$ cat src/design/vwma_pkg.sv
`default_nettype none

package vwma_pkg;

  localparam int SAMPLE_W = 16;
  localparam int WIN_W = 6;
  localparam logic [WIN_W-1:0] WIN_RESET = 6'd32;

  // A window sum of up to 63 samples of 16 bits fits in 22 signed bits.
  localparam int ACC_W = SAMPLE_W + WIN_W;
  localparam int DIV_CNT_W = $clog2(ACC_W);

  typedef enum logic [2:0] {
    ST_IDLE,
    ST_READ,
    ST_ACC,
    ST_DIV_INIT,
    ST_DIV,
    ST_DONE
  } state_t;

  typedef struct packed {
    logic load;
    logic rd;
    logic div_start;
    logic div_step;
    logic out_load;
  } cmd_t;

  typedef struct packed {
    logic last_rd;
    logic div_done;
    logic out_busy;
  } status_t;

endpackage

`default_nettype wire

$ cat src/design/vwma_ctrl.sv
`default_nettype none

module vwma_ctrl (
  input  wire               clk,
  input  wire               rst_n,
  input  wire               in_tvalid,
  output logic              in_tready,
  input  vwma_pkg::status_t status,
  output vwma_pkg::cmd_t    cmd
);

  vwma_pkg::state_t state_r, state_nxt;

  always_ff @(posedge clk) begin
    if (!rst_n) begin
      state_r <= vwma_pkg::ST_IDLE;
    end else begin
      state_r <= state_nxt;
    end
  end

  always_comb begin
    state_nxt = state_r;
    cmd = '0;
    in_tready = 1'b0;
    case (state_r)
      vwma_pkg::ST_IDLE: begin
        in_tready = 1'b1;
        if (in_tvalid) begin
          cmd.load = 1'b1;
          state_nxt = vwma_pkg::ST_READ;
        end
      end
      vwma_pkg::ST_READ: begin
        cmd.rd = 1'b1;
        if (status.last_rd) begin
          state_nxt = vwma_pkg::ST_ACC;
        end
      end
      // The last read word is added to the sum during this cycle.
      vwma_pkg::ST_ACC: begin
        state_nxt = vwma_pkg::ST_DIV_INIT;
      end
      vwma_pkg::ST_DIV_INIT: begin
        cmd.div_start = 1'b1;
        state_nxt = vwma_pkg::ST_DIV;
      end
      vwma_pkg::ST_DIV: begin
        cmd.div_step = 1'b1;
        if (status.div_done) begin
          state_nxt = vwma_pkg::ST_DONE;
        end
      end
      vwma_pkg::ST_DONE: begin
        if (!status.out_busy) begin
          cmd.out_load = 1'b1;
          state_nxt = vwma_pkg::ST_IDLE;
        end
      end
      default: begin
        state_nxt = vwma_pkg::ST_IDLE;
      end
    endcase
  end

endmodule

`default_nettype wire

$ cat src/design/vwma_dp.sv
`default_nettype none

module vwma_dp #(
  parameter int STORE_DEPTH = 32
) (
  input  wire                                 clk,
  input  wire                                 rst_n,
  input  wire                                 cfg_wr_en,
  input  wire  [vwma_pkg::WIN_W-1:0]          cfg_wr_data,
  input  wire  [vwma_pkg::SAMPLE_W-1:0]       in_tdata,
  input  vwma_pkg::cmd_t                      cmd,
  output vwma_pkg::status_t                   status,
  output logic                                out_tvalid,
  input  wire                                 out_tready,
  output logic [vwma_pkg::SAMPLE_W-1:0]       out_tdata
);

  localparam int ADDR_W = (STORE_DEPTH > 1) ? $clog2(STORE_DEPTH) : 1;
  localparam int SW = vwma_pkg::SAMPLE_W;
  localparam int WW = vwma_pkg::WIN_W;
  localparam int AW = vwma_pkg::ACC_W;
  localparam int CW = vwma_pkg::DIV_CNT_W;
  localparam logic [ADDR_W-1:0] LAST_ADDR = ADDR_W'(STORE_DEPTH - 1);

  logic [SW-1:0]     mem [STORE_DEPTH];

  logic [WW-1:0]     win_len_r;
  logic [WW-1:0]     n_eff;
  logic [WW-1:0]     n_r;
  logic [ADDR_W-1:0] wr_ptr_r;
  logic              wrapped_r;
  logic [ADDR_W-1:0] base_pos_r;
  logic [ADDR_W-1:0] rd_ptr_r;
  logic [WW-1:0]     rd_cnt_r;
  logic [SW-1:0]     rd_data_r;
  logic              rd_vld_r;
  logic              rd_pend_r;
  logic signed [AW-1:0] acc_r;
  logic [AW-1:0]     quo_r;
  logic [WW-1:0]     rem_r;
  logic [WW:0]       rem_sh;
  logic              quo_bit;
  logic              neg_r;
  logic [CW-1:0]     div_cnt_r;
  logic              out_tvalid_r;
  logic [SW-1:0]     out_data_r;
  logic [SW-1:0]     avg_nxt;

  always_comb begin
    if (win_len_r == '0) begin
      n_eff = WW'(1);
    end else if (int'(win_len_r) > STORE_DEPTH) begin
      n_eff = WW'(STORE_DEPTH);
    end else begin
      n_eff = win_len_r;
    end
  end

  // Store entries are written in address order after reset, so before the first
  // wrap only addresses up to the newest write hold real samples.
  always_ff @(posedge clk) begin
    if (cmd.load) begin
      mem[wr_ptr_r] <= in_tdata;
    end
    if (cmd.rd) begin
      rd_data_r <= mem[rd_ptr_r];
      rd_vld_r  <= wrapped_r || (int'(rd_cnt_r) <= int'(base_pos_r));
    end
  end

  always_ff @(posedge clk) begin
    if (!rst_n) begin
      win_len_r    <= vwma_pkg::WIN_RESET;
      wr_ptr_r     <= '0;
      wrapped_r    <= 1'b0;
      rd_pend_r    <= 1'b0;
      out_tvalid_r <= 1'b0;
    end else begin
      if (cfg_wr_en) begin
        win_len_r <= cfg_wr_data;
      end
      if (cmd.load) begin
        wr_ptr_r <= (wr_ptr_r == LAST_ADDR) ? '0 : wr_ptr_r + 1'b1;
        if (wr_ptr_r == LAST_ADDR) begin
          wrapped_r <= 1'b1;
        end
      end
      rd_pend_r <= cmd.rd;
      if (cmd.out_load) begin
        out_tvalid_r <= 1'b1;
      end else if (out_tready) begin
        out_tvalid_r <= 1'b0;
      end
    end
  end

  assign rem_sh  = {rem_r, quo_r[AW-1]};
  assign quo_bit = (rem_sh >= {1'b0, n_r});

  always_ff @(posedge clk) begin
    if (cmd.load) begin
      n_r        <= n_eff;
      base_pos_r <= wr_ptr_r;
      rd_ptr_r   <= wr_ptr_r;
      rd_cnt_r   <= '0;
      acc_r      <= '0;
    end else begin
      if (cmd.rd) begin
        rd_ptr_r <= (rd_ptr_r == '0) ? LAST_ADDR : rd_ptr_r - 1'b1;
        rd_cnt_r <= rd_cnt_r + 1'b1;
      end
      if (rd_pend_r && rd_vld_r) begin
        acc_r <= acc_r + {{(AW-SW){rd_data_r[SW-1]}}, rd_data_r};
      end
    end
    if (cmd.div_start) begin
      neg_r     <= acc_r[AW-1];
      quo_r     <= acc_r[AW-1] ? AW'(-acc_r) : AW'(acc_r);
      rem_r     <= '0;
      div_cnt_r <= '0;
    end else if (cmd.div_step) begin
      quo_r     <= {quo_r[AW-2:0], quo_bit};
      rem_r     <= quo_bit ? WW'(rem_sh - {1'b0, n_r}) : rem_sh[WW-1:0];
      div_cnt_r <= div_cnt_r + 1'b1;
    end
    if (cmd.out_load) begin
      out_data_r <= avg_nxt;
    end
  end

  assign avg_nxt = neg_r ? SW'(-quo_r[SW-1:0]) : quo_r[SW-1:0];

  assign status.last_rd  = (rd_cnt_r == n_r - 1'b1);
  assign status.div_done = (div_cnt_r == CW'(AW - 1));
  assign status.out_busy = out_tvalid_r && !out_tready;

  assign out_tvalid = out_tvalid_r;
  assign out_tdata  = out_data_r;

endmodule

`default_nettype wire

$ cat src/design/variable_window_moving_average_top.sv
`default_nettype none
// An accepted item is handled by one store read per sample of the effective window
// length and a 22-step shift-subtract divide before out_tvalid rises; the next item
// is accepted only after its result is loaded, which waits while a pending result stalls.
// A finished result waits in the output register while the next item is taken in.
// Synchronous active-low reset zeroes the write position, marks the store as unwritten
// (unwritten entries count as zero) and sets the window length to 32.

module variable_window_moving_average_top #(
  parameter int STORE_DEPTH = 32
) (
  input  wire                                clk,
  input  wire                                rst_n,
  input  wire                                cfg_wr_en,
  input  wire  [vwma_pkg::WIN_W-1:0]         cfg_wr_data,   // window_length
  input  wire                                in_tvalid,
  output logic                               in_tready,
  input  wire  [vwma_pkg::SAMPLE_W-1:0]      in_tdata,      // [15:0] sample
  output logic                               out_tvalid,
  input  wire                                out_tready,
  output logic [vwma_pkg::SAMPLE_W-1:0]      out_tdata      // [15:0] average
);

  vwma_pkg::cmd_t    cmd;
  vwma_pkg::status_t status;

  vwma_ctrl u_ctrl (
    .clk       (clk),
    .rst_n     (rst_n),
    .in_tvalid (in_tvalid),
    .in_tready (in_tready),
    .status    (status),
    .cmd       (cmd)
  );

  vwma_dp #(
    .STORE_DEPTH (STORE_DEPTH)
  ) u_dp (
    .clk         (clk),
    .rst_n       (rst_n),
    .cfg_wr_en   (cfg_wr_en),
    .cfg_wr_data (cfg_wr_data),
    .in_tdata    (in_tdata),
    .cmd         (cmd),
    .status      (status),
    .out_tvalid  (out_tvalid),
    .out_tready  (out_tready),
    .out_tdata   (out_tdata)
  );

  a_one_item_at_a_time: assert property (@(posedge clk) disable iff (!rst_n)
    (in_tvalid && in_tready) |=> !in_tready)
    else $error("input accepted while an item is in progress");

  a_single_command: assert property (@(posedge clk) disable iff (!rst_n)
    $onehot0({cmd.load, cmd.rd, cmd.div_start, cmd.div_step, cmd.out_load}))
    else $error("more than one datapath command in a cycle");

  a_no_result_overwrite: assert property (@(posedge clk) disable iff (!rst_n)
    cmd.out_load |-> !(out_tvalid && !out_tready))
    else $error("result register loaded while a result is still pending");

endmodule

`default_nettype wire
$ cat config.mk
export PLATFORM = sky130hd
export DESIGN_NAME = variable_window_moving_average_top
export DESIGN_NICKNAME = d
export VERILOG_FILES = /design/src/design/vwma_pkg.sv /design/src/design/vwma_ctrl.sv /design/src/design/vwma_dp.sv /design/src/design/variable_window_moving_average_top.sv
export SDC_FILE = /design/constraint.sdc
export NUM_CORES = 1
export LEC_CHECK = 0
export ABC_CLOCK_PERIOD_IN_PS = 7300
export BUFFER_PORTS_ARGS = -buffer_cell sky130_fd_sc_hd__buf_2
export CORE_MARGIN = 1.5
export CORE_UTILIZATION = 50
export CTS_BUF_LIST = sky130_fd_sc_hd__clkbuf_4 sky130_fd_sc_hd__clkbuf_8 sky130_fd_sc_hd__clkbuf_16
export DETAILED_ROUTE_END_ITERATION = 16
export PLACE_DENSITY = 0.65
export SLEW_MARGIN = 25
export SYNTH_ARGS = -nofsm -noshare
export SYNTH_HDL_FRONTEND = slang
export SYNTH_SLANG_ARGS = --single-unit
$ cat constraint.sdc
create_clock -name clk -period 7.3 [get_ports clk]
set_clock_uncertainty 0.1 [all_clocks]
set_input_delay 0.73 -clock clk [delete_from_list [all_inputs] [get_ports clk]]
set_output_delay 0.73 -clock clk [all_outputs]
set_load 0.005 [all_outputs]
==> flow_summary.toml, run 1 <==
[grt]
grt-ovfl-total = 0
antenna_found_initial = 0
grt.total_usage = 0.224
grt_pass1_wl_mm = 88.6
grt_max_degree = 131
grt_pass1_vias = 13700

[floorplan]
io_pins = 45
start_util = 0.507
die_y_um = 234
core-area_mm2 = 0.0528
fp.dieW_um = 234
die-area_mm2 = 0.0549
rows = 84

[worst_setup_path]
path_class = "flop to flop"
startpoint = "u_ctrl.state_r[2]$_SDFFE_PN0P_"
critPathArrivalTime_ps = 4550
cp.required_ps = 7430
end_kind = "flop"
worstRegToRegCells = 5
startpoint_type = "flop"
r2r_start = "u_ctrl.state_r[2]$_SDFFE_PN0P_"
worst-r2r-setup-slack_ps = 2880
rr_endpoint = "u_dp.mem[31][10]$_DFFE_PP_"
cp_max_fo = 44

[clocking]
clock_latency_ps = 610
cts_setup_buffers = 0
clk_pin_slew_ps = 60
numClockSinks = 640
cts-htree-levels = 3
cts-hold-fix-buffers = 0
cts_buffers = 67
clock_path_buffers = 3
cts_tree = "yes"
ctsRootBufferMaster = "clkbuf_16"
post_cts_resized = 0

[finish]
final_layout_size_suffix_gt1_frac = 0.234
area_growth_syn_to_layout_pct = 11.4
fillerInstances = 4001
nets = 1641
fin_cells = 2306

[timing]
setup_ws_ps = 2880
fin_tns_setup_ps = 0
maxSlewViolCount = 0
max_freq_mhz = 226
period_minus_slack_ps = 4420
worst_pin_slew_ps = 986
fin_hold_ws_ps = 283
slew_headroom = 0.342
rsz0062_at_grt = "false"
setup_viol = 0
post-route-period-util = 0.606
final_hold_viol_count = 0

[routing]
ant_nets = 0
wirelength_mm = 58.8
vias_per_cell = 6.00
drc = 10
vias = 13800
drtIter0Drc = 1393
first_pass_iters = 10
wire_per_inst_um = 25.5

[logic_synthesis]
yosysSeqAreaShare = 0.698
synth_cells = 1518
synthFlopType = "edfxtp_1"
syn_avg_cell_area_um2 = 17.6
async_flop_share = 0
syn-num-nets = 1591
yosys_warnings = 0
synth_cell_types = 64
synth_area_mm2 = 0.0267
synth_edf_count = 584
synth-seq-cells = 640

[run_status]
run_status = "finished, violations left"
failed_checks = "DRC"

[worst_hold_path]
hold_depth = 3
hold_path.startpoint = "cfg_wr_data[5]"
min_path_type = "primary input to flop"
hold-path-endpoint = "u_dp.win_len_r[5]$_SDFFE_PN1P_"

[power_and_ir_drop]
vdd_ir_drop_max_mv = 0.300
cellPowerDensity_mw_per_mm2 = 288
leakage_nw = 9.76

[placement]
post-place-ws_ps = 2850
portBuffers = 44
placed_cells = 2187
place_hpwl_mm = 36.2
place.gp.congestion = 0.836

[flow_run]
cap_violations = 0
## power by group
part,leakage (nW),internal (mW),switching [mW]
combinational,2.96,0.503,0.626
sequential,5.73,4.07,0.0756
clock,1.06,1.92,1.39
total,9.76,6.49,2.10
## routing by layer
layer  share of wire  track usage
met3           0.063       0.0398
met4           0.028       0.0677
met2            0.48        0.355
met5               0            0
met1            0.43        0.319
## through the flow
stage	total power [mW]	util	cell area (µm²)
global route	8.86	0.564	29800
global placement	5.35	0.524	27600
finish	8.59	0.564	29800
CTS	8.65	0.564	29800
floorplan	5.00	-	26700
detailed placement	5.36	0.524	27600
## cells in the mapped netlist, types with 7 or more instances
cell,instances,share of area
a21o_1,8,0.0022
a21oi_1,40,0.0075
a31oi_1,14,0.0033
and3_1,7,0.0016
buf_1,13,0.0018
buf_6,10,0.0042
clkbuf_1,43,0.0060
dfxtp_1,56,0.042
edfxtp_1,584,0.66
ha_1,44,0.021
inv_1,29,0.0041
mux2_2,17,0.0072
mux2i_1,15,0.0056
mux4_2,160,0.13
nand2_1,97,0.014
nand2b_1,14,0.0033
nand3_1,11,0.0021
nand3b_1,8,0.0022
nand4_1,8,0.0019
nor2_1,78,0.011
nor2b_1,23,0.0054
nor3_1,17,0.0032
o21ai_0,51,0.0095
o21ai_1,12,0.0022
o31ai_1,17,0.0048
xnor2_1,33,0.011
xor2_1,30,0.0098
## placed cells by master (no fill, tap or decap), types with 3 or more instances in the layout
cell and instances:
edfxtp_1 584, nor2b_1 23, mux2i_1 15, dfxtp_1 56, a21o_1 8, nor2_2 34
clkinv_1 13, nand2b_1 14, mux2_2 17, o21a_1 5, clkinvlp_4 3, clkinv_2 9
a21boi_0 5, mux4_2 160, clkbuf_16 69, nand2_1 97, inv_1 29, and3_1 7
a21oi_1 40, buf_2 44, buf_4 6, nand4_1 8, o41ai_1 4, a31oi_1 14
or4_1 6, o21ai_0 51, nand3_1 11, o21ai_1 12, nor2_1 44, nor3_1 17
bufinv_16 3, nand3b_1 8, or3_1 6, clkbuf_4 15, a211oi_1 6, xnor2_1 33
and2_1 6, o31ai_1 17, ha_1 44, xor2_1 30
## sequential cells by signal, indices dropped and copies added, names as in the netlist, 3 cells and up
register         cells
u_ctrl.state_r       3
u_dp.rd_cnt_r        6
u_dp.acc_r          22
u_dp.wr_ptr_r        5
u_dp.out_tdata      16
u_dp.quo_r          22
u_dp.mem           512
u_dp.rem_r           6
u_dp.n_r             6
u_dp.rd_ptr_r        5
u_dp.rd_data_r      16
u_dp.win_len_r       6
u_dp.div_cnt_r       5
u_dp.base_pos_r      5
## worst max-delay path, cell delays in order (launching register included)
cell	delay [ps]
dfxtp_1	400
nor3_1	300
nand2_1	600
inv_2	870
nand2_1	750
nor2_2	1000
## kinds of logic (layout without fill, tap and decap cells)
logic type      Yosys count  in the layout  synth area share
fa+ha+maj                46             46            0.0221
buf+inv                 102            201            0.0174
compound gates          178            178            0.0406
simple gates            297            297            0.0541
other cells               0              1                 0
mux                     192            192             0.148
xor+xnor                 63             63            0.0206
flops                   640            640             0.698
## worst max-delay path by stage
stage          slack (ps)  depth (start not counted)                         end
2_1_floorplan        4560                          7   u_dp.mem[28][0]$_DFFE_PP_
3_3_place_gp         2980                          5   u_dp.mem[31][2]$_DFFE_PP_
3_5_place_dp         2850                          5   u_dp.mem[31][6]$_DFFE_PP_
4_1_cts              2920                          5   u_dp.mem[31][9]$_DFFE_PP_
5_1_grt              2590                          5   u_dp.mem[3][10]$_DFFE_PP_
6_report             2880                          5  u_dp.mem[31][10]$_DFFE_PP_
## area by class of cell
cell class                      count  area, µm²  area share
Inverter                           31        116     0.00391
Timing Repair Buffer               52        305      0.0103
Multi-Input combinational cell    776       7700       0.259
Antenna cell                        1       2.50   0.0000840
Clock buffer                       85       1850      0.0622
Tap cell                          688        861      0.0289
Clock inverter                     33        282     0.00945
Sequential cell                   640      18700       0.626
No activity file was read; power rests on OpenSTA's default activity.
==> run 2, diff against run 1 <==
--- a/config.mk
+++ b/config.mk
@@ -5,13 +5,14 @@
 export SDC_FILE = /design/constraint.sdc
 export NUM_CORES = 1
 export LEC_CHECK = 0
-export ABC_CLOCK_PERIOD_IN_PS = 7300
+export ABC_AREA = 1
+export ABC_CLOCK_PERIOD_IN_PS = 3600
 export BUFFER_PORTS_ARGS = -buffer_cell sky130_fd_sc_hd__buf_2
 export CORE_MARGIN = 1.5
 export CORE_UTILIZATION = 50
 export CTS_BUF_LIST = sky130_fd_sc_hd__clkbuf_4 sky130_fd_sc_hd__clkbuf_8 sky130_fd_sc_hd__clkbuf_16
 export DETAILED_ROUTE_END_ITERATION = 16
-export PLACE_DENSITY = 0.65
+export PLACE_DENSITY = 0.67
 export SLEW_MARGIN = 25
 export SYNTH_ARGS = -nofsm -noshare
 export SYNTH_HDL_FRONTEND = slang
==> constraint.sdc (replaced) <==
create_clock -name clk -period 3.6 [get_ports clk]
set_clock_uncertainty 0.1 [all_clocks]
set_input_delay 0.36 -clock clk [delete_from_list [all_inputs] [get_ports clk]]
set_output_delay 0.36 -clock clk [all_outputs]
set_load 0.005 [all_outputs]
==> run 2 against run 1 <==
Against the previous run:
- the flow now finishes without violations
- total power increased to 2.9 times the previous value
- critical path depth up 2
- sequential share of layout area decreased by 2.5 points
- largest cell class unchanged
- highest routed layer unchanged
==> flow_summary.toml, run 2 <==
[clocking]
cts-htree-levels = 3
ctsRootBufferMaster = "clkbuf_16"
cts_tree = "yes"
cts_buffers = 66
clk_pin_slew_ps = 60
clock_path_buffers = 3
numClockSinks = 640
clock_latency_ps = 620

[power_and_ir_drop]
total_power_mw = 25.0
vdd_ir_drop_max_mv = 0.964
cellPowerDensity_mw_per_mm2 = 804
leakage_nw = 11.2

[logic_synthesis]
synth_cell_types = 42
synth_mux_area_frac = 0
async_flop_share = 0
syn_avg_cell_area_um2 = 11.4
synth_edf_count = 584
synth_area_mm2 = 0.0277
synth-xor-area-share = 0.0142
synth_cells = 2439
ys_top_cells_by_count = "edfxtp_1, nor2_1, o21ai_0"
synthTopCellsByArea = "edfxtp_1, o21ai_0, nor2_1, dfxtp_1, nand2_1"
synth_top_family_by_area = "compound AO/OA/AOI/OAI gates"
yosysSeqAreaShare = 0.674
synth-simple-area-share = 0.123
synth_compound_area_frac = 0.126
synth_top_area_cell = "edfxtp_1"
synth-adder-area-share = 0.0213
yosys_warnings = 0
synthFlopType = "edfxtp_1"
synth_top_area_frac = 0.633
syn-num-nets = 2512
yosysMostFrequentCell = "edfxtp_1"
synth-seq-cells = 640

[worst_setup_path]
cp_max_fo = 72
startpoint_type = "flop"
critPathArrivalTime_ps = 2970
end_kind = "flop"
path_class = "flop to flop"
cp.required_ps = 3830

[floorplan]
die_y_um = 238
io_pins = 45
fp.dieW_um = 238
die-area_mm2 = 0.0568
start_util = 0.505
rows = 86
core-area_mm2 = 0.0549

[routing]
vias = 19300
drtIter0Drc = 2023
first_pass_iters = 5
drc = 0
wire_per_inst_um = 21.5
wirelength_mm = 69.6
ant_nets = 0
vias_per_cell = 5.93

[grt]
grt.met3_usage = 0.0397
use_met1 = 0.339
top_usage_layer = "met2"
grt_pass1_vias = 18900
grt.total_usage = 0.249
antenna_found_initial = 0
grt_max_degree = 158
grt-ovfl-total = 0
met2_usage = 0.402
grt_pass1_wl_mm = 108

[finish]
antennaDiodeCount = 0
fin_cells = 3246
fin_util = 0.565
reg_top3 = "u_dp.mem: 512 flops, u_dp.acc_r: 22 flops, u_dp.quo_r: 22 flops"
final_layout_size_suffix_gt1_frac = 0.0869
final_cell_mix = "edfxtp_1, nor2_1, o21ai_0"
nets = 2564
top_register = "u_dp.mem"
largest_register_ffs = 512
final_common_cell = "edfxtp_1"
area_growth_syn_to_layout_pct = 12.1

[timing]
maxSlewViolCount = 0
final_hold_viol_count = 0
setup_viol = 0
worst_pin_slew_ps = 1030
max_freq_mhz = 366
post-route-period-util = 0.760
period_minus_slack_ps = 2740
fin_tns_setup_ps = 0
slew_headroom = 0.310
rsz0062_at_grt = "false"

[placement]
placed_cells = 3117
portBuffers = 44
place.gp.congestion = 0.956
place_hpwl_mm = 40.9

[worst_hold_path]
min_path_type = "primary input to flop"

[run_status]
run_status = "finished clean"

[flow_run]
cap_violations = 0
run 2: power by group:
group	switching (mW)	total, mW	internal (mW)
combinational	6.16	8.84	2.68
sequential	0.492	9.30	8.81
clock	2.90	6.81	3.92
run 2: cells by family (layout without fill, tap and decap cells):
| group | after synthesis | after routing |
|---|---|---|
| AO/OA/AOI/OAI | 595 | 595 |
| buffers and inverters | 288 | 391 |
| AND/OR/NAND/NOR | 825 | 825 |
| XOR/XNOR | 45 | 45 |
| adder cells (fa/ha/maj) | 46 | 46 |
| flip-flops | 640 | 640 |
run 2: worst paths after layout:
path | from | endpoint | slack, ps | cells after the start
max reg2reg | u_dp.rd_ptr_r[0]$_DFFE_PP_ | u_dp.rd_data_r[9]$_DFFE_PP_ | 860 | 7
min | rst_n | u_dp.wr_ptr_r[4]$_SDFFE_PN0P_ | 40 | 3
min reg2reg | u_dp.quo_r[0]$_DFFE_PP_ | u_dp.out_tdata[0]$_DFFE_PP_ | 350 | 0
max | u_dp.rd_ptr_r[0]$_DFFE_PP_ | u_dp.rd_data_r[9]$_DFFE_PP_ | 860 | 7
run 2: layout make-up:
type,instances,area [µm²]
Clock buffer,83,1820
Clock inverter,36,353
Fill cell,4478,23800
Inverter,160,607
Multi-Input combinational cell,1511,7880
Sequential cell,640,18700
Tap cell,704,881
Timing Repair Buffer,112,831
run 2: repair_timing:
| action | CTS | global route |
|---|---|---|
| hold buffers | 10 | 0 |
| resized for setup | 0 | 0 |
| hold endpoints to repair | 7 | 0 |
| setup buffers | 0 | 0 |
run 2: per-stage QoR:
stage	area [µm²]	setup WS [ps]	hold slack, ps
final	31000	865	42.3
after global routing	31000	778	39.2
after CTS	31000	902	26.5
after detailed placement	28800	960	339
after global placement	28800	1020	340
after floorplan	27700	951	306
run 2: worst max-delay path, stage by stage (launching register included):
cell and delay [ps]:
edfxtp_1 540, inv_6 270, buf_12 270, o21ai_0 210, o22ai_1 90, o21ai_0 470, nand3_1 240, o21a_1 190
run 2: per-layer routing:
metal / part of all wire / routed length, µm / vias to the layer above
li1: - / - / 8884
met1: 0.42 / 29200 / 9452
met2: 0.47 / 32500 / 793
met3: 0.081 / 5630 / 131
met4: 0.034 / 2350 / 0
met5: 0 / 0 / -
